### src/rtl/core/clg_pkg.sv
// ----------------------------------------------------------------------------
// Circle layout loss gradient package
// Shared widths, limits, command structs and the sequencer state encoding.
// ----------------------------------------------------------------------------
package clg_pkg;

    localparam int COORD_WIDTH_DEF = 16;
    localparam int RAD_W           = 15;
    localparam int TGT_W           = 17;
    localparam int RSUM_W          = RAD_W + 1;
    localparam int T2_W            = 2 * TGT_W;

    localparam int LIMB_W          = 24;
    localparam int PROD_W          = 2 * LIMB_W;
    localparam int MACC_W          = 4 * LIMB_W;

    localparam int SUM_W           = 64;
    localparam int LOSS_W          = SUM_W - 1;
    localparam int FRAC_SHIFT      = 16;
    localparam int LOSS_LIM        = SUM_W - 1 + FRAC_SHIFT;
    localparam int GRAD_LIM        = SUM_W - 3;

    localparam logic [SUM_W-1:0] POS_MAX = {1'b0, {(SUM_W-1){1'b1}}};
    localparam logic [SUM_W-1:0] NEG_MIN = {1'b1, {(SUM_W-1){1'b0}}};

    typedef enum logic [1:0] {
        SH_0,
        SH_1,
        SH_2
    } t_shift;

    typedef struct packed {
        logic              vld;
        logic              clr;
        t_shift            shift;
        logic [LIMB_W-1:0] a;
        logic [LIMB_W-1:0] b;
    } t_mac_cmd;

    typedef enum logic [1:0] {
        ACC_LOSS,
        ACC_GX,
        ACC_GY,
        ACC_GZ
    } t_acc_sel;

    typedef struct packed {
        logic     add;
        t_acc_sel sel;
        logic     e_neg;
        logic     d_neg;
        logic     emit;
    } t_acc_cmd;

    typedef enum logic [4:0] {
        ST_IDLE,
        ST_SQ_X,
        ST_SQ_Y,
        ST_SQ_Z,
        ST_RS2,
        ST_RD2,
        ST_T2,
        ST_WAIT_RD2,
        ST_WAIT_T2,
        ST_EVAL,
        ST_LS_00,
        ST_LS_01,
        ST_LS_10,
        ST_LS_11,
        ST_GX_0,
        ST_GX_1,
        ST_GY_0,
        ST_GY_1,
        ST_GZ_0,
        ST_GZ_1,
        ST_DRAIN,
        ST_ADD_GZ,
        ST_EMIT
    } t_state;

endpackage

### src/rtl/core/clg_mac.sv
// ----------------------------------------------------------------------------
// Circle layout loss gradient shared multiplier
// Registered 24x24 multiplier followed by a limb-shifted accumulator.
// ----------------------------------------------------------------------------
module clg_mac
    import clg_pkg::*;
(
    input  logic              i_clk,
    input  logic              i_rst_n,
    input  t_mac_cmd          i_cmd,
    output logic [MACC_W-1:0] o_acc
);

    logic [PROD_W-1:0] r_prod;
    logic              r_vld;
    logic              r_clr;
    t_shift            r_shift;
    logic [MACC_W-1:0] r_acc;
    logic [MACC_W-1:0] w_term;

    always_ff @(posedge i_clk) begin
        if (!i_rst_n) begin
            r_vld <= 1'b0;
        end else begin
            r_vld <= i_cmd.vld;
        end
    end

    always_ff @(posedge i_clk) begin
        r_prod  <= PROD_W'(i_cmd.a) * PROD_W'(i_cmd.b);
        r_clr   <= i_cmd.clr;
        r_shift <= i_cmd.shift;
    end

    always_comb begin
        case (r_shift)
            SH_0:    w_term = MACC_W'(r_prod);
            SH_1:    w_term = MACC_W'(r_prod) << LIMB_W;
            SH_2:    w_term = MACC_W'(r_prod) << (2 * LIMB_W);
            default: w_term = '0;
        endcase
    end

    always_ff @(posedge i_clk) begin
        if (r_vld) begin
            r_acc <= (r_clr ? '0 : r_acc) + w_term;
        end
    end

    assign o_acc = r_acc;

endmodule

### config.mk
export PLATFORM = sky130hd
export DESIGN_NAME = clg_mac
export DESIGN_NICKNAME = d
export VERILOG_FILES = /design/src/rtl/core/clg_pkg.sv /design/src/rtl/core/clg_mac.sv
export SDC_FILE = /design/constraint.sdc
export NUM_CORES = 2
export LEC_CHECK = 0
export BUFFER_PORTS_ARGS = -buffer_cell sky130_fd_sc_hd__buf_2
export CAP_MARGIN = 40
export CELL_PAD_IN_SITES_DETAIL_PLACEMENT = 0
export CELL_PAD_IN_SITES_GLOBAL_PLACEMENT = 1
export CORE_MARGIN = 2
export CORE_UTILIZATION = 30
export CTS_CLUSTER_SIZE = 25
export DETAILED_ROUTE_END_ITERATION = 8
export GPL_TIMING_DRIVEN = 0
export PLACE_DENSITY = 0.66
export SYNTH_ARGS = -nofsm -noshare
export SYNTH_HDL_FRONTEND = slang
export SYNTH_SLANG_ARGS = --single-unit
### constraint.sdc
create_clock -name i_clk -period 27.6 [get_ports i_clk]
set_input_delay 8.28 -clock i_clk [delete_from_list [all_inputs] [get_ports i_clk]]
set_output_delay 8.28 -clock i_clk [all_outputs]
set_load 0.01 [all_outputs]
# [Yosys cells after proc, flatten, opt, wreduce, memory -nomap -nowiden]
# Index checks and enable logic that the tools add are counted.
[word_totals] register_bits=148 inputBits=54 word_cells=12
[classes] addsub=1 multipliers=1 n_eq_ne=2 mux=2 n_reduce_logical=1
[ops] cell="$pmux 96 s3" n=1
[ops] cell="$add 96x96->96" n=1
[ops] cell="$mux 96" n=1
[ops] cell="$mul 24x24->48" n=1
[ops] cell="$eq 2x1->1 const B" n=1
[ops] cell="$eq 2x2->1 const B" n=1
[ops] cell="$logic_not 2->1" n=1

# [Longest topological paths before layout]
[depth] ltp_word=3 ltp_mapped=28 depth_no_buf=26

# [Worst setup path after synthesis]
# OpenSTA, ideal clock, no wires.
[synth_path] path_kind="input to register" from="input i_cmd[3] (netlist bit)" to="register r_prod[44]" setup_ns=0.072 arrival_time_ns=14.770 slack_ns=12.758 cell_stages=28 path_cell_list="clkbuf_1 > nand2_1 > fa_1 > inv_1 > fa_1 > inv_1 > fa_1 > inv_1 > fa_1 > inv_1 > fa_1 > inv_1 > fa_1 > inv_1 > fa_1 > inv_1 > ha_1 > buf_4 > and4_1 > nand4_1 > a211oi_2 > o21ai_1 > o2111a_1 > o21a_1 > nand3b_1 > a211o_1 > o41ai_2 > xor2_1"
[synth_via] elab_chain_cells=1
[synth_rtl] item="from (decl)" line="clg_mac.sv:10" rtl="input t_mac_cmd i_cmd,"
[synth_rtl] item="$mul 24x24->48" line="clg_mac.sv:30" rtl="r_prod <= PROD_W'(i_cmd.a) * PROD_W'(i_cmd.b);"
[synth_rtl] item="to (signal assigned)" line="clg_mac.sv:30"
[synth_rtl] item="to (decl)" line="clg_mac.sv:14" rtl="logic [PROD_W-1:0] r_prod;"
# Every way passes these cells.
# A chain may end at the register's enable or synchronous reset.

# [Worst setup path after layout]
[layout_path] from="input i_cmd[41] (netlist bit)" to="register r_prod[47]"
# Same word-level chain as after synthesis.

==> qor.txt <==
status: completed
Post-synth top flop: edfxtp_1
Tcrit/Tclk final: 57.32%
vias in the first global route: 25.41k
CP Class: in2reg
Post-synth EDFFs: 96
dpl hpwl: 90690 um
Hold Fails Final Rpt: 0
All-Layer GR Usage: 20.80%
CP endpoint kind: register
Hold WC Path Type: reg2reg
pin count of the biggest net entering global routing: 57
Core Region: 101400 sq um
Seq/Total Area, Yosys: 12.83%
post-synthesis cell count: 3513
unrepaired setup endpoints after global routing: no
Die Y: 323.3 um
post-CTS setup buffers: 0
Place WS: 11.32 ns
Slew Viols, Final: 0
fmax: 0.06321 GHz
MaxCap Viol Count: 0
root buffer cell: clkbuf_16
FFs w/ async S/R, synth: 0%
Die W: 323.3 um
Clock Skew: 0.01481 ns
Critical-path top delay cell: clkbuf_1
routed vias/inst: 4.886
Synth Area per Inst: 8.708 sq um
top-area cell type share of the netlist area: 31.61%
H-tree Lvls: 4
max incr delay on CP: 0.72 ns
Via Count: 24.77k
Critical Path Fanout Max: 10
crit path DAT: 16.18 ns
Final WS setup: 11.78 ns
first-pass GRT wire length: 162500 um
share of post-route cells with drive strength above 1: 6.025%
GPL Wtd Cong: 0.9505
DR WL/cell: 21.24 um
mapped cell area: 30590 sq um
CTS Buf Count: 17
Initial Util: 30.15%
Req. time, crit path: 27.96 ns
Sink Count: 148
initial antenna violation count: 5
CTS clk-pin slew, worst paths: 0.07 ns
Remaining DRCs: 0
Worst-Margin Slew: 0.9185 ns
final WL: 107700 um
crit-path most repeated cell: fa_1
Ys Warns: 0
Slew headroom: 38.76%
Die ar.: 104500 sq um
IO buf count: 149
first drt pass iteration count: 7
CP Launch Type: input port
Period minus WS final: 15.82 ns
clk_lat worst skew: 0.46 ns
Iter 0 DRT Violations: 1637
Routed Antenna Nets: 0
Layout Nets: 4494
row cnt: 117
Yosys top cell by area: fa_1
Post-DP Area: 33150 sq um
TritonCTS clock tree: done
IO Count: 150
Netlist cell types: 77
syn nets: 4319
Resized cells post-CTS: 0
clock buffer depth: 2
Fin Setup TNS: 0 ns
synthesis-stage register bit count: 148
Final Setup Violations: 0
GRT overflow: 0
Synth area leaders: fa_1 32%, ha_1 11%, edfxtp_1 9.4%
P&R area growth vs syn: 10.28%
Hold-fix buffers, CTS: 0
fin area: 33740 sq um
Hold Worst Slack: 0.7634 ns
[per-layer routing]
| metal | vias to the layer above | track usage [%] | part of all wire [%] |
|---|---|---|---|
| met5 | - | 0 | 0.031 |
| met4 | 4 | 5.282 | 2.6 |
| met3 | 134 | 2.461 | 5.8 |
| met2 | 838 | 33.68 | 45 |
| met1 | 12279 | 29.37 | 46 |
| li1 | 11519 | - | - |
[worst max-delay path: cells and delay by family]
family / cells / cell delay [ns]
simple gates: 1 / 0.26
xor+xnor: 1 / 0.18
compound gates: 9 / 2.35
fa+ha+maj: 8 / 3.95
buf+inv: 6 / 1.16
[cell families (layout without fill, tap and decap cells)]
group           Yosys count  count (layout)  synth area share [%]
compound gates          524             524                 11.08
simple gates           1139            1139                 19.02
fa+ha+maj               752             752                 42.61
xor+xnor                135             135                 3.865
buf+inv                 790             978                 9.780
flops                   148             148                 12.83
other cells               0               1                     0
mux                      25              25                0.8180
[cell usage in the layout, fill, tap and decap left out, types with 51 or more instances in the layout]
master / n
inv_1: 598
fa_1: 483
nand2_1: 405
and2_1: 341
ha_1: 269
a21oi_1: 175
clkbuf_1: 174
buf_2: 162
nor2_1: 107
nor2b_1: 107
edfxtp_1: 96
o21ai_0: 88
xnor2_1: 84
a21o_1: 66
nand4_1: 56
xor2_1: 51
dfxtp_1: 51
[per-stage QoR]
stage          utilization (%)  cells
2_1_floorplan                -   3513
3_3_place_gp             32.58   5030
3_5_place_dp             32.68   5037
4_1_cts                  33.25   5069
5_1_grt                  33.25   5070
6_report                 33.25   5070
[cell usage after synthesis (3+ instances only)]
master	n
inv_1	598
fa_1	483
nand2_1	405
and2_1	341
ha_1	269
a21oi_1	175
clkbuf_1	174
nor2_1	107
nor2b_1	107
edfxtp_1	96
o21ai_0	88
xnor2_1	84
a21o_1	66
nand4_1	56
dfxtp_1	52
xor2_1	51
nand3_1	41
o21bai_1	41
a22o_1	25
mux2i_1	25
nor3_1	19
o21a_1	16
and3_1	13
buf_2	13
nand2b_1	13
a211oi_1	12
a31oi_1	12
o21ai_1	12
o211ai_1	9
nor4_1	8
o31ai_1	8
or3_1	8
and4_1	7
a221o_1	5
a221oi_1	5
nand3b_1	4
a21boi_0	3
a21boi_1	3
a311oi_1	3
o2111a_1	3
o311a_1	3
o311ai_0	3
or2_2	3
[layout make-up]
cell class | instances | area [sq um]
fillers | 10770 | 67710
clock buffers | 17 | 425.4
well taps | 1368 | 1712
inverters | 598 | 2245
clock inverters | 15 | 157.7
plain buffers | 192 | 747.0
multi-input cells | 2575 | 23680
flip-flops and latches | 148 | 3928
repair buffers | 156 | 844.6
diodes | 1 | 2.502
[flip-flops by register name, indices dropped and copies added (netlist names)]
name and flops:
r_vld 1, r_clr 1, o_acc 96, r_prod 48, r_shift 2
[final timing paths]
path                                             to        startpoint  cells past startpoint  slack (ns)
worst max-delay path             r_prod[47]$_DFF_P_         i_cmd[41]                     25       11.78
worst min-delay path            o_acc[76]$_DFFE_PP_  r_vld$_SDFF_PN0_                      0        0.76
worst max register to register  o_acc[90]$_DFFE_PP_     r_clr$_DFF_P_                     16       21.83
worst min register to register  o_acc[76]$_DFFE_PP_  r_vld$_SDFF_PN0_                      0        0.76
Power is not shown: default switching activity piles up to over one toggle a cycle in this logic, so the estimate is an artifact.
