**src/rtl/core/clg_pkg.sv**
```systemverilog
// ----------------------------------------------------------------------------
// Circle layout loss gradient package
// Shared widths, limits, command structs and the sequencer state encoding.
// ----------------------------------------------------------------------------
package clg_pkg;

    localparam int COORD_WIDTH_DEF = 16;
    localparam int RAD_W           = 15;
    localparam int TGT_W           = 17;
    localparam int RSUM_W          = RAD_W + 1;
    localparam int T2_W            = 2 * TGT_W;

    localparam int LIMB_W          = 24;
    localparam int PROD_W          = 2 * LIMB_W;
    localparam int MACC_W          = 4 * LIMB_W;

    localparam int SUM_W           = 64;
    localparam int LOSS_W          = SUM_W - 1;
    localparam int FRAC_SHIFT      = 16;
    localparam int LOSS_LIM        = SUM_W - 1 + FRAC_SHIFT;
    localparam int GRAD_LIM        = SUM_W - 3;

    localparam logic [SUM_W-1:0] POS_MAX = {1'b0, {(SUM_W-1){1'b1}}};
    localparam logic [SUM_W-1:0] NEG_MIN = {1'b1, {(SUM_W-1){1'b0}}};

    typedef enum logic [1:0] {
        SH_0,
        SH_1,
        SH_2
    } t_shift;

    typedef struct packed {
        logic              vld;
        logic              clr;
        t_shift            shift;
        logic [LIMB_W-1:0] a;
        logic [LIMB_W-1:0] b;
    } t_mac_cmd;

    typedef enum logic [1:0] {
        ACC_LOSS,
        ACC_GX,
        ACC_GY,
        ACC_GZ
    } t_acc_sel;

    typedef struct packed {
        logic     add;
        t_acc_sel sel;
        logic     e_neg;
        logic     d_neg;
        logic     emit;
    } t_acc_cmd;

    typedef enum logic [4:0] {
        ST_IDLE,
        ST_SQ_X,
        ST_SQ_Y,
        ST_SQ_Z,
        ST_RS2,
        ST_RD2,
        ST_T2,
        ST_WAIT_RD2,
        ST_WAIT_T2,
        ST_EVAL,
        ST_LS_00,
        ST_LS_01,
        ST_LS_10,
        ST_LS_11,
        ST_GX_0,
        ST_GX_1,
        ST_GY_0,
        ST_GY_1,
        ST_GZ_0,
        ST_GZ_1,
        ST_DRAIN,
        ST_ADD_GZ,
        ST_EMIT
    } t_state;

endpackage

```
**src/rtl/core/clg_if.sv**
```systemverilog
// ----------------------------------------------------------------------------
// Circle layout loss gradient channels
// Valid/ready channels for circle pairs in and row sums out.
// ----------------------------------------------------------------------------
interface clg_in_if
    import clg_pkg::*;
#(
    parameter int COORD_WIDTH = COORD_WIDTH_DEF
);
    logic                          valid;
    logic                          ready;
    logic signed [COORD_WIDTH-1:0] self_x;
    logic signed [COORD_WIDTH-1:0] self_y;
    logic signed [COORD_WIDTH-1:0] self_z;
    logic signed [COORD_WIDTH-1:0] other_x;
    logic signed [COORD_WIDTH-1:0] other_y;
    logic signed [COORD_WIDTH-1:0] other_z;
    logic        [RAD_W-1:0]       self_radius;
    logic        [RAD_W-1:0]       other_radius;
    logic        [TGT_W-1:0]       target_dist;
    logic                          last_pair;

    modport source (
        output valid, self_x, self_y, self_z, other_x, other_y, other_z,
               self_radius, other_radius, target_dist, last_pair,
        input  ready
    );

    modport sink (
        input  valid, self_x, self_y, self_z, other_x, other_y, other_z,
               self_radius, other_radius, target_dist, last_pair,
        output ready
    );
endinterface


```
**src/rtl/core/clg_seq.sv**
```systemverilog
// ----------------------------------------------------------------------------
// Circle layout loss gradient sequencer
// Captures a pair, schedules the shared multiplier and decides the skip test.
// ----------------------------------------------------------------------------
module clg_seq
    import clg_pkg::*;
#(
    parameter int COORD_WIDTH = COORD_WIDTH_DEF
)(
    input  logic              i_clk,
    input  logic              i_rst_n,
    input  logic              i_three_d,
    input  logic [MACC_W-1:0] i_macc,
    input  logic              i_out_busy,
    output t_mac_cmd          o_mac,
    output t_acc_cmd          o_acc,
    clg_in_if.sink            i_in
);

    localparam int DW  = COORD_WIDTH + 1;
    localparam int X2W = 2 * COORD_WIDTH + 2;
    localparam int EW  = (X2W > T2_W) ? X2W : T2_W;

    t_state              r_state;
    t_state              n_state;

    logic [DW-1:0]       r_ax;
    logic [DW-1:0]       r_ay;
    logic [DW-1:0]       r_az;
    logic                r_dxn;
    logic                r_dyn;
    logic                r_dzn;
    logic [RSUM_W-1:0]   r_rsum;
    logic [RAD_W-1:0]    r_rdif;
    logic [TGT_W-1:0]    r_t;
    logic                r_last;
    logic                r_use_z;
    logic [X2W-1:0]      r_x2;
    logic [2*RSUM_W-1:0] r_rs2;
    logic [2*RAD_W-1:0]  r_rd2;
    logic [T2_W-1:0]     r_t2;
    logic [EW-1:0]       r_e;
    logic                r_e_neg;

    logic                w_accept;
    logic signed [DW-1:0] w_dx;
    logic signed [DW-1:0] w_dy;
    logic signed [DW-1:0] w_dz;
    logic [DW-1:0]       w_az;
    logic                w_skip;
    logic                w_e_neg;
    logic [EW-1:0]       w_e;
    logic [PROD_W-1:0]   w_e_ext;
    logic [LIMB_W-1:0]   w_e0;
    logic [LIMB_W-1:0]   w_e1;

    assign i_in.ready = (r_state == ST_IDLE);
    assign w_accept   = i_in.valid && (r_state == ST_IDLE);

    assign w_dx = {i_in.self_x[COORD_WIDTH-1], i_in.self_x} -
                  {i_in.other_x[COORD_WIDTH-1], i_in.other_x};
    assign w_dy = {i_in.self_y[COORD_WIDTH-1], i_in.self_y} -
                  {i_in.other_y[COORD_WIDTH-1], i_in.other_y};
    assign w_dz = {i_in.self_z[COORD_WIDTH-1], i_in.self_z} -
                  {i_in.other_z[COORD_WIDTH-1], i_in.other_z};
    assign w_az = w_dz[DW-1] ? DW'(-w_dz) : DW'(w_dz);

    always_ff @(posedge i_clk) begin
        if (w_accept) begin
            r_ax    <= w_dx[DW-1] ? DW'(-w_dx) : DW'(w_dx);
            r_ay    <= w_dy[DW-1] ? DW'(-w_dy) : DW'(w_dy);
            r_az    <= i_three_d ? w_az : '0;
            r_dxn   <= w_dx[DW-1];
            r_dyn   <= w_dy[DW-1];
            r_dzn   <= w_dz[DW-1];
            r_rsum  <= RSUM_W'(i_in.self_radius) + RSUM_W'(i_in.other_radius);
            r_rdif  <= (i_in.self_radius > i_in.other_radius) ?
                       (i_in.self_radius - i_in.other_radius) :
                       (i_in.other_radius - i_in.self_radius);
            r_t     <= i_in.target_dist;
            r_last  <= i_in.last_pair;
            r_use_z <= i_three_d;
        end
        if (r_state == ST_RD2) begin
            r_x2 <= i_macc[X2W-1:0];
        end
        if (r_state == ST_T2) begin
            r_rs2 <= i_macc[2*RSUM_W-1:0];
        end
        if (r_state == ST_WAIT_RD2) begin
            r_rd2 <= i_macc[2*RAD_W-1:0];
        end
        if (r_state == ST_WAIT_T2) begin
            r_t2 <= i_macc[T2_W-1:0];
        end
        if (r_state == ST_EVAL) begin
            r_e     <= w_e;
            r_e_neg <= w_e_neg;
        end
    end

    // Centre distance is compared through its square, the target directly.
    assign w_skip  = ((RSUM_W+1)'(r_t) >= (RSUM_W+1)'(r_rsum) && EW'(r_x2) >= EW'(r_rs2)) ||
                     (r_t <= TGT_W'(r_rdif) && EW'(r_x2) <= EW'(r_rd2));
    assign w_e_neg = EW'(r_x2) < EW'(r_t2);
    assign w_e     = w_e_neg ? (EW'(r_t2) - EW'(r_x2)) : (EW'(r_x2) - EW'(r_t2));

    assign w_e_ext = PROD_W'(r_e);
    assign w_e0    = w_e_ext[LIMB_W-1:0];
    assign w_e1    = w_e_ext[PROD_W-1:LIMB_W];

    always_ff @(posedge i_clk) begin
        if (!i_rst_n) begin
            r_state <= ST_IDLE;
        end else begin
            r_state <= n_state;
        end
    end

    always_comb begin
        n_state     = r_state;
        o_mac.vld   = 1'b0;
        o_mac.clr   = 1'b0;
        o_mac.shift = SH_0;
        o_mac.a     = '0;
        o_mac.b     = '0;
        o_acc.add   = 1'b0;
        o_acc.sel   = ACC_LOSS;
        o_acc.e_neg = r_e_neg;
        o_acc.d_neg = 1'b0;
        o_acc.emit  = 1'b0;
        case (r_state)
            ST_IDLE: begin
                if (i_in.valid) begin
                    n_state = ST_SQ_X;
                end
            end
            ST_SQ_X: begin
                o_mac.vld = 1'b1;
                o_mac.clr = 1'b1;
                o_mac.a   = LIMB_W'(r_ax);
                o_mac.b   = LIMB_W'(r_ax);
                n_state   = ST_SQ_Y;
            end
            ST_SQ_Y: begin
                o_mac.vld = 1'b1;
                o_mac.a   = LIMB_W'(r_ay);
                o_mac.b   = LIMB_W'(r_ay);
                n_state   = ST_SQ_Z;
            end
            ST_SQ_Z: begin
                o_mac.vld = 1'b1;
                o_mac.a   = LIMB_W'(r_az);
                o_mac.b   = LIMB_W'(r_az);
                n_state   = ST_RS2;
            end
            ST_RS2: begin
                o_mac.vld = 1'b1;
                o_mac.clr = 1'b1;
                o_mac.a   = LIMB_W'(r_rsum);
                o_mac.b   = LIMB_W'(r_rsum);
                n_state   = ST_RD2;
            end
            ST_RD2: begin
                o_mac.vld = 1'b1;
                o_mac.clr = 1'b1;
                o_mac.a   = LIMB_W'(r_rdif);
                o_mac.b   = LIMB_W'(r_rdif);
                n_state   = ST_T2;
            end
            ST_T2: begin
                o_mac.vld = 1'b1;
                o_mac.clr = 1'b1;
                o_mac.a   = LIMB_W'(r_t);
                o_mac.b   = LIMB_W'(r_t);
                n_state   = ST_WAIT_RD2;
            end
            ST_WAIT_RD2: begin
                n_state = ST_WAIT_T2;
            end
            ST_WAIT_T2: begin
                n_state = ST_EVAL;
            end
            ST_EVAL: begin
                if (!w_skip) begin
                    n_state = ST_LS_00;
                end else if (r_last) begin
                    n_state = ST_EMIT;
                end else begin
                    n_state = ST_IDLE;
                end
            end
            ST_LS_00: begin
                o_mac.vld = 1'b1;
                o_mac.clr = 1'b1;
                o_mac.a   = w_e0;
                o_mac.b   = w_e0;
                n_state   = ST_LS_01;
            end
            ST_LS_01: begin
                o_mac.vld   = 1'b1;
                o_mac.shift = SH_1;
                o_mac.a     = w_e0;
                o_mac.b     = w_e1;
                n_state     = ST_LS_10;
            end
            ST_LS_10: begin
                o_mac.vld   = 1'b1;
                o_mac.shift = SH_1;
                o_mac.a     = w_e1;
                o_mac.b     = w_e0;
                n_state     = ST_LS_11;
            end
            ST_LS_11: begin
                o_mac.vld   = 1'b1;
                o_mac.shift = SH_2;
                o_mac.a     = w_e1;
                o_mac.b     = w_e1;
                n_state     = ST_GX_0;
            end
            ST_GX_0: begin
                o_mac.vld = 1'b1;
                o_mac.clr = 1'b1;
                o_mac.a   = w_e0;
                o_mac.b   = LIMB_W'(r_ax);
                n_state   = ST_GX_1;
            end
            ST_GX_1: begin
                o_mac.vld   = 1'b1;
                o_mac.shift = SH_1;
                o_mac.a     = w_e1;
                o_mac.b     = LIMB_W'(r_ax);
                o_acc.add   = 1'b1;
                o_acc.sel   = ACC_LOSS;
                n_state     = ST_GY_0;
            end
            ST_GY_0: begin
                o_mac.vld = 1'b1;
                o_mac.clr = 1'b1;
                o_mac.a   = w_e0;
                o_mac.b   = LIMB_W'(r_ay);
                n_state   = ST_GY_1;
            end
            ST_GY_1: begin
                o_mac.vld   = 1'b1;
                o_mac.shift = SH_1;
                o_mac.a     = w_e1;
                o_mac.b     = LIMB_W'(r_ay);
                o_acc.add   = 1'b1;
                o_acc.sel   = ACC_GX;
                o_acc.d_neg = r_dxn;
                n_state     = ST_GZ_0;
            end
            ST_GZ_0: begin
                o_mac.vld = 1'b1;
                o_mac.clr = 1'b1;
                o_mac.a   = w_e0;
                o_mac.b   = LIMB_W'(r_az);
                n_state   = ST_GZ_1;
            end
            ST_GZ_1: begin
                o_mac.vld   = 1'b1;
                o_mac.shift = SH_1;
                o_mac.a     = w_e1;
                o_mac.b     = LIMB_W'(r_az);
                o_acc.add   = 1'b1;
                o_acc.sel   = ACC_GY;
                o_acc.d_neg = r_dyn;
                n_state     = ST_DRAIN;
            end
            ST_DRAIN: begin
                n_state = ST_ADD_GZ;
            end
            ST_ADD_GZ: begin
                o_acc.add   = r_use_z;
                o_acc.sel   = ACC_GZ;
                o_acc.d_neg = r_dzn;
                n_state     = r_last ? ST_EMIT : ST_IDLE;
            end
            ST_EMIT: begin
                if (!i_out_busy) begin
                    o_acc.emit = 1'b1;
                    n_state    = ST_IDLE;
                end
            end
            default: begin
                n_state = ST_IDLE;
            end
        endcase
    end

endmodule

```
**src/flat_wrapper.sv**
```systemverilog
// flat-port wrapper written by rule: the top's interface ports become plain ports
module clg_seq_flat import clg_pkg::*;
#(
    parameter int COORD_WIDTH = COORD_WIDTH_DEF
)
  (i_clk, i_rst_n, i_three_d, i_macc, i_out_busy, o_mac, o_acc, i_in_valid, i_in_self_x, i_in_self_y, i_in_self_z, i_in_other_x, i_in_other_y, i_in_other_z, i_in_self_radius, i_in_other_radius, i_in_target_dist, i_in_last_pair, i_in_ready);
  clg_in_if #(.COORD_WIDTH(COORD_WIDTH)) i_in_i ();
  input  logic i_clk;
  input  logic i_rst_n;
  input  logic i_three_d;
  input  logic [MACC_W-1:0] i_macc;
  input  logic i_out_busy;
  output t_mac_cmd o_mac;
  output t_acc_cmd o_acc;
  input wire logic [$bits(i_in_i.valid)-1:0] i_in_valid;
  input wire logic [$bits(i_in_i.self_x)-1:0] i_in_self_x;
  input wire logic [$bits(i_in_i.self_y)-1:0] i_in_self_y;
  input wire logic [$bits(i_in_i.self_z)-1:0] i_in_self_z;
  input wire logic [$bits(i_in_i.other_x)-1:0] i_in_other_x;
  input wire logic [$bits(i_in_i.other_y)-1:0] i_in_other_y;
  input wire logic [$bits(i_in_i.other_z)-1:0] i_in_other_z;
  input wire logic [$bits(i_in_i.self_radius)-1:0] i_in_self_radius;
  input wire logic [$bits(i_in_i.other_radius)-1:0] i_in_other_radius;
  input wire logic [$bits(i_in_i.target_dist)-1:0] i_in_target_dist;
  input wire logic [$bits(i_in_i.last_pair)-1:0] i_in_last_pair;
  output wire logic [$bits(i_in_i.ready)-1:0] i_in_ready;
  assign i_in_i.valid = i_in_valid;
  assign i_in_i.self_x = i_in_self_x;
  assign i_in_i.self_y = i_in_self_y;
  assign i_in_i.self_z = i_in_self_z;
  assign i_in_i.other_x = i_in_other_x;
  assign i_in_i.other_y = i_in_other_y;
  assign i_in_i.other_z = i_in_other_z;
  assign i_in_i.self_radius = i_in_self_radius;
  assign i_in_i.other_radius = i_in_other_radius;
  assign i_in_i.target_dist = i_in_target_dist;
  assign i_in_i.last_pair = i_in_last_pair;
  assign i_in_ready = i_in_i.ready;
  clg_seq #(.COORD_WIDTH(COORD_WIDTH)) u_core (.i_clk(i_clk), .i_rst_n(i_rst_n), .i_three_d(i_three_d), .i_macc(i_macc), .i_out_busy(i_out_busy), .o_mac(o_mac), .o_acc(o_acc), .i_in(i_in_i));
endmodule
```
**config.mk**
```make
export PLATFORM = sky130hd
export DESIGN_NAME = clg_seq_flat
export DESIGN_NICKNAME = d
export VERILOG_FILES = /design/src/rtl/core/clg_pkg.sv /design/src/rtl/core/clg_if.sv /design/src/rtl/core/clg_seq.sv /design/src/flat_wrapper.sv
export SDC_FILE = /design/constraint.sdc
export NUM_CORES = 1
export LEC_CHECK = 0
export ABC_AREA = 0
export BUFFER_PORTS_ARGS = -buffer_cell sky130_fd_sc_hd__buf_2
export CORE_ASPECT_RATIO = 1.2
export CORE_MARGIN = 3
export CORE_UTILIZATION = 40
export CTS_BUF_LIST = sky130_fd_sc_hd__clkbuf_4 sky130_fd_sc_hd__clkbuf_8
export CTS_CLUSTER_SIZE = 30
export DETAILED_ROUTE_END_ITERATION = 7
export SYNTH_ARGS = -nofsm -noshare
export SYNTH_HDL_FRONTEND = slang
export SYNTH_SLANG_ARGS = --single-unit
```
**constraint.sdc**
```tcl
create_clock -name i_clk -period 4.82 [get_ports i_clk]
set_input_delay 0.964 -clock i_clk [delete_from_list [all_inputs] [get_ports i_clk]]
set_output_delay 0.964 -clock i_clk [all_outputs]
set_load 0.01 [all_outputs]
```
After elaboration in Yosys (flattened, before gate mapping)
Cells that the tools add are included.
{"block": "totals", "wordCells": 90, "inputBits": 245, "register_bits": 274, "out_inout_bits": 59}
{"block": "classes", "n_eq_ne": 24, "reduce_logical": 10, "n_mux": 18, "n_lt_le_gt_ge": 6, "add_sub_neg": 11}
{"cell": "$pmux 48 s16", "n": 1}
{"cell": "$pmux 5 s23", "n": 1}
{"cell": "$sub 34x34->34", "n": 2}
{"cell": "$neg 17->17", "n": 3}
{"cell": "$sub 16x16->17", "n": 3}
{"cell": "$mux 16", "n": 3}
{"cell": "$eq 5x4->1 const B", "n": 8}
{"cell": "$eq 5x5->1 const B", "n": 7}
{"cell": "$ge 34x32->1", "n": 1}
{"cell": "$le 34x30->1", "n": 1}
{"cell": "$lt 34x34->1", "n": 1}
{"cell": "$mux 34", "n": 1}
{"cell": "$sub 15x15->15", "n": 2}
{"cell": "$eq 5x3->1 const B", "n": 4}
{"cell": "$mux 5", "n": 4}
{"cell": "$ge 17x16->1", "n": 1}
{"cell": "$le 17x15->1", "n": 1}
{"cell": "$add 15x15->16", "n": 1}
{"cell": "$reduce_or 16->1", "n": 1}
{"cell": "$gt 15x15->1", "n": 1}
{"cell": "$mux 15", "n": 1}
{"cell": "$pmux 3 s4", "n": 1}
{"cell": "$eq 5x2->1 const B", "n": 2}
{"cell": "$reduce_or 8->1", "n": 1}
{"cell": "other kinds (10)", "n": 17}

Depth between registers and ports, before layout
{"block": "depth", "ltp_word": 5, "mapped_depth": 15, "depth_no_buf": 15}

Worst setup path before layout
OpenSTA, ideal clock, no wires.
{"block": "synth_path", "path_kind": "flip-flop to flip-flop", "startpoint": "register u_core.r_state[1]", "endpoint": "register u_core.r_ax[0] (enable)", "path_buffers": 2, "setup_time_ns": 0.473, "required_time_ns": 4.347, "synth_period_minus_slack_ns": 4.196, "arrival_ns": 3.723, "path_stages_with_launch": 5, "path_slack_ns": 0.624, "path_cell_list": "dfxtp_1 clkbuf_1 buf_1 nor4_1 and2_1"}
{"block": "synth_between", "elab_chain_cells": 2}
{"item": "start: declaration", "line": "clg_seq.sv:24", "source": "t_state r_state;"}
{"item": "start signal: assignment", "line": "clg_seq.sv:116", "source": "r_state <= n_state;"}
{"item": "$logic_not 5->1"}
{"item": "named net i_in_ready", "line": "flat_wrapper.sv:26", "source": "output wire logic [$bits(i_in_i.ready)-1:0] i_in_ready;"}
{"item": "$logic_and 1x1->1", "line": "clg_seq.sv:58", "source": "assign w_accept = i_in.valid && (r_state == ST_IDLE);"}
{"item": "named net u_core.w_accept", "line": "clg_seq.sv:45", "source": "logic w_accept;"}
{"item": "end signal: assignment", "line": "clg_seq.sv:70", "source": "r_ax <= w_dx[DW-1] ? DW'(-w_dx) : DW'(w_dx);"}
{"item": "end: declaration", "line": "clg_seq.sv:27", "source": "logic [DW-1:0] r_ax;"}
The timed path passes the listed nets, and every way through them passes these cells.
A chain may end at the register's enable or synchronous reset.

==> results.py <==
metrics = {
    "worst_setup_path": {
        "crit_buf_inv": 2,
        "cp-end-kind": "output pin",
        "worstPathRequired_ns": 3.86,
        "worstSetupStartpointType": "register",
        "cp.arrival_ns": 3.53,
        "worstPathMaxFanout": 17,
        "r2r-start": "u_core.r_x2[21]",
        "setup.worst_path.start": "u_core.r_state[3]",
        "r2r_setup_slack_ns": 1.04,
        "crit_type": "register to output pin",
        "critPathMaxStageDelay_ns": 0.68,
        "cpMaxStageDelayCell": "a221oi_1",
        "path_delay_family": "simple AND/OR/NAND/NOR gates",
        "path_cells": "nand2b_1, nor4_2, buf_4, a22oi_1, nand2_1, a221oi_1, nand3_1, buf_2",
    },
    "synthesis": {
        "synth_compound_area_share_pct": 18.9,
        "synth_flop_cell": "edfxtp_1",
        "synthSimpleGateAreaFrac_pct": 13.4,
        "synth-edff-count": 268,
        "ys_types": 88,
        "synth_fa_ha_area_share_pct": 15.7,
        "synthMuxAreaShare_pct": 1.69,
        "synth_seq_cells": 273,
        "ys.warnings.count": 0,
        "synth_top_family_by_area": "compound AO/OA/AOI/OAI gates",
        "ys_async_sr_fraction_pct": 0,
        "synth-xor-area-share_pct": 5.49,
        "netlist_area_um2": 21200,
        "syn_area_per_cell_um2": 9.59,
        "syn-num-nets": 2721,
        "seq_area_frac_synth_pct": 38.4,
        "synth_cells": 2214,
    },
    "final_layout": {
        "nNetsFinal": 2964,
        "fin_area_um2": 24300,
        "utilization_pct": 46.8,
        "diodes": 0,
        "drive_above_1_share_pct": 15.5,
        "syn_to_final_growth_pct": 14.3,
    },
    "power": {
        "swShare_pct": 35.0,
        "p_int_mw": 5.23,
        "power.clock.fraction_pct": 28.1,
        "cellLeakagePower_nw": 11.1,
        "seq_power_share_pct": 40.1,
        "powerDensity_nw_per_um2": 331,
        "vdd_drop_max_v": 0.000178,
        "combPwrFrac_pct": 31.8,
        "p_sw_mw": 2.81,
    },
    "grt": {
        "grt_use_total_pct": 21.6,
        "grt_max_degree": 72,
        "antenna_found_initial": 4,
        "grt_first_pass_wirelength_um": 95500,
        "grt_pass1_vias": 17300,
        "grt-ovfl-total": 0,
    },
    "routing": {
        "num_vias": 17400,
        "wl_per_cell_um": 19.5,
        "ant_nets": 0,
        "wl_um": 62200,
        "first_pass_iters": 6,
        "drtIter0Drc": 1096,
        "avgViaCountPerCell": 5.45,
        "drc": 0,
    },
    "timing": {
        "hold_viol": 0,
        "layout_setup_ws_ns": 0.324,
        "setup_viol": 0,
        "fin_crit_ns": 4.50,
        "tns_ns": 0,
        "rsz0062_at_grt": "false",
        "fmax_mhz": 222,
        "slew_headroom_pct": 25.4,
        "maxSlewViolCount": 0,
        "finalCritPeriodShare_pct": 93.3,
        "tightest_slew_ns": 1.12,
        "finalClockSkew_ns": 0.0482,
    },
    "floorplanning": {
        "die_y_um": 258,
        "die_area_um2": 55900,
        "io_pins": 304,
        "core_region_area_um2": 51900,
        "die_x_um": 216,
        "rows": 91,
        "start_util_pct": 40.9,
    },
    "cts": {
        "cts.sinks": 273,
        "cts_resized": 0,
        "hold_buffers": 0,
        "postCtsSetupRepairBufs": 0,
        "cts_root_buf": "clkbuf_8",
        "clock_latency_ns": 0.61,
        "clk_pin_slew_ns": 0.06,
        "cts_tree": "built",
        "ctsLongestPathBuffers": 3,
        "cts_max_level": 2,
        "cts_made_buffers": 47,
    },
    "place": {
        "port_buffers": 241,
        "gp_congestion": 0.972,
        "dp_hpwl_um": 50100,
        "postPlaceCellArea_um2": 23300,
        "detailedPlace.worstSlack_ns": 0.584,
    },
    "outcome": {
        "status": "complete, no violations",
    },
    "job": {
        "cap_violations": 0,
    },
    "worst_hold_path": {
        "hp-start": "i_in_target_dist[8]",
        "min_path_type": "input pin to register",
    },
}
stage by stage:
stage / instances / total power [mW] / hold slack [ns]
floorplan: 2214 / 4.76 / 0.631
global placement: 3105 / 5.76 / 0.664
detailed placement: 3105 / 5.80 / 0.658
CTS: 3187 / 8.08 / 0.502
global route: 3187 / 8.46 / 0.520
finish: 3187 / 8.04 / 0.548
cells in the mapped netlist, drive strengths merged (28+ instances only):
master | number | area (µm²)
ha | 254 | 3180
nand2 | 136 | 513
mux2i | 29 | 290
nor2b | 32 | 200
inv | 281 | 1050
xnor2 | 73 | 639
nor3 | 42 | 220
o21ai | 84 | 435
a22oi | 51 | 383
clkbuf | 51 | 194
a21oi | 158 | 791
nor2 | 133 | 499
nand3 | 46 | 230
and2 | 38 | 238
xor2 | 60 | 526
nand4 | 28 | 181
edfxtp | 268 | 8050
o21a | 32 | 240
a21o | 83 | 623
registers in the layout (all words and copies together), names as in the netlist:
| signal | cells |
|---|---|
| u_core.r_ax | 17 |
| u_core.r_ay | 17 |
| u_core.r_az | 17 |
| u_core.r_dxn | 1 |
| u_core.r_dyn | 1 |
| u_core.r_dzn | 1 |
| u_core.r_e | 34 |
| u_core.r_e_neg | 1 |
| u_core.r_last | 1 |
| u_core.r_rd2 | 30 |
| u_core.r_rdif | 15 |
| u_core.r_rs2 | 32 |
| u_core.r_rsum | 15 |
| u_core.r_state | 5 |
| u_core.r_t | 17 |
| u_core.r_t2 | 34 |
| u_core.r_use_z | 1 |
| u_core.r_x2 | 34 |
cells in the final DEF (no fill, tap or decap), types with 13 or more instances in the layout:
cell type  synthesis  routed
a211oi_1          14      14
a21o_1            83      83
a21oi_1          158     158
a221oi_1          24      24
a22oi_1           51      51
a31oi_1           18      18
and2_1            38      37
and3_1            13      13
buf_2             19     241
buf_4              1      29
clkbuf_8           0      49
edfxtp_1         268     268
ha_1             254     254
inv_1            279     279
mux2i_1           29      29
nand2_1          135     135
nand2b_1          26      26
nand3_1           46      46
nand4_1           27      27
nor2_1           133     132
nor2b_1           32      32
nor3_1            40      36
o21a_1            32      32
o21ai_0           74      74
o21bai_1          16      16
o31a_1            14      14
or3_1             13      13
xnor2_1           73      73
xor2_1            60      60
power by group through the flow:
stage	Combinational [mW]	Sequential, mW	Clock (mW)
2_1_floorplan	1.64	3.12	0
3_3_place_gp	2.50	3.26	0
3_5_place_dp	2.53	3.27	0
4_1_cts	2.55	3.22	2.31
5_1_grt	2.81	3.23	2.42
6_report	2.56	3.22	2.26
worst paths after layout:
path / end / cells after the start
min: u_core.r_t[8] / 1
max: o_mac[1] / 8
min reg2reg: u_core.r_e[0] / 2
max reg2reg: u_core.r_e[20] / 12
area by class of cell:
cell class,count,area (µm²)
well taps,697,872
multi-input cells,1583,11800
inverters,281,1050
repair buffers,271,1440
clock buffers,60,757
flip-flops and latches,273,8150
fillers,5010,27600
clock inverters,22,239
cell families (layout without fill, tap and decap cells):
logic type | Yosys count | after routing
compound gates | 591 | 591
flops | 273 | 273
buf+inv | 358 | 634
fa+ha+maj | 262 | 262
simple gates | 562 | 562
mux | 35 | 35
xor+xnor | 133 | 133
per-layer routing:
layer,vias to the layer above,wire length (µm),GRT usage (%)
met5,-,46,0
met4,8,2090,6.84
met3,109,3540,3.12
met2,537,31100,39.0
met1,8236,25500,26.6
li1,8486,-,-
(Power assumes the default switching activity.)
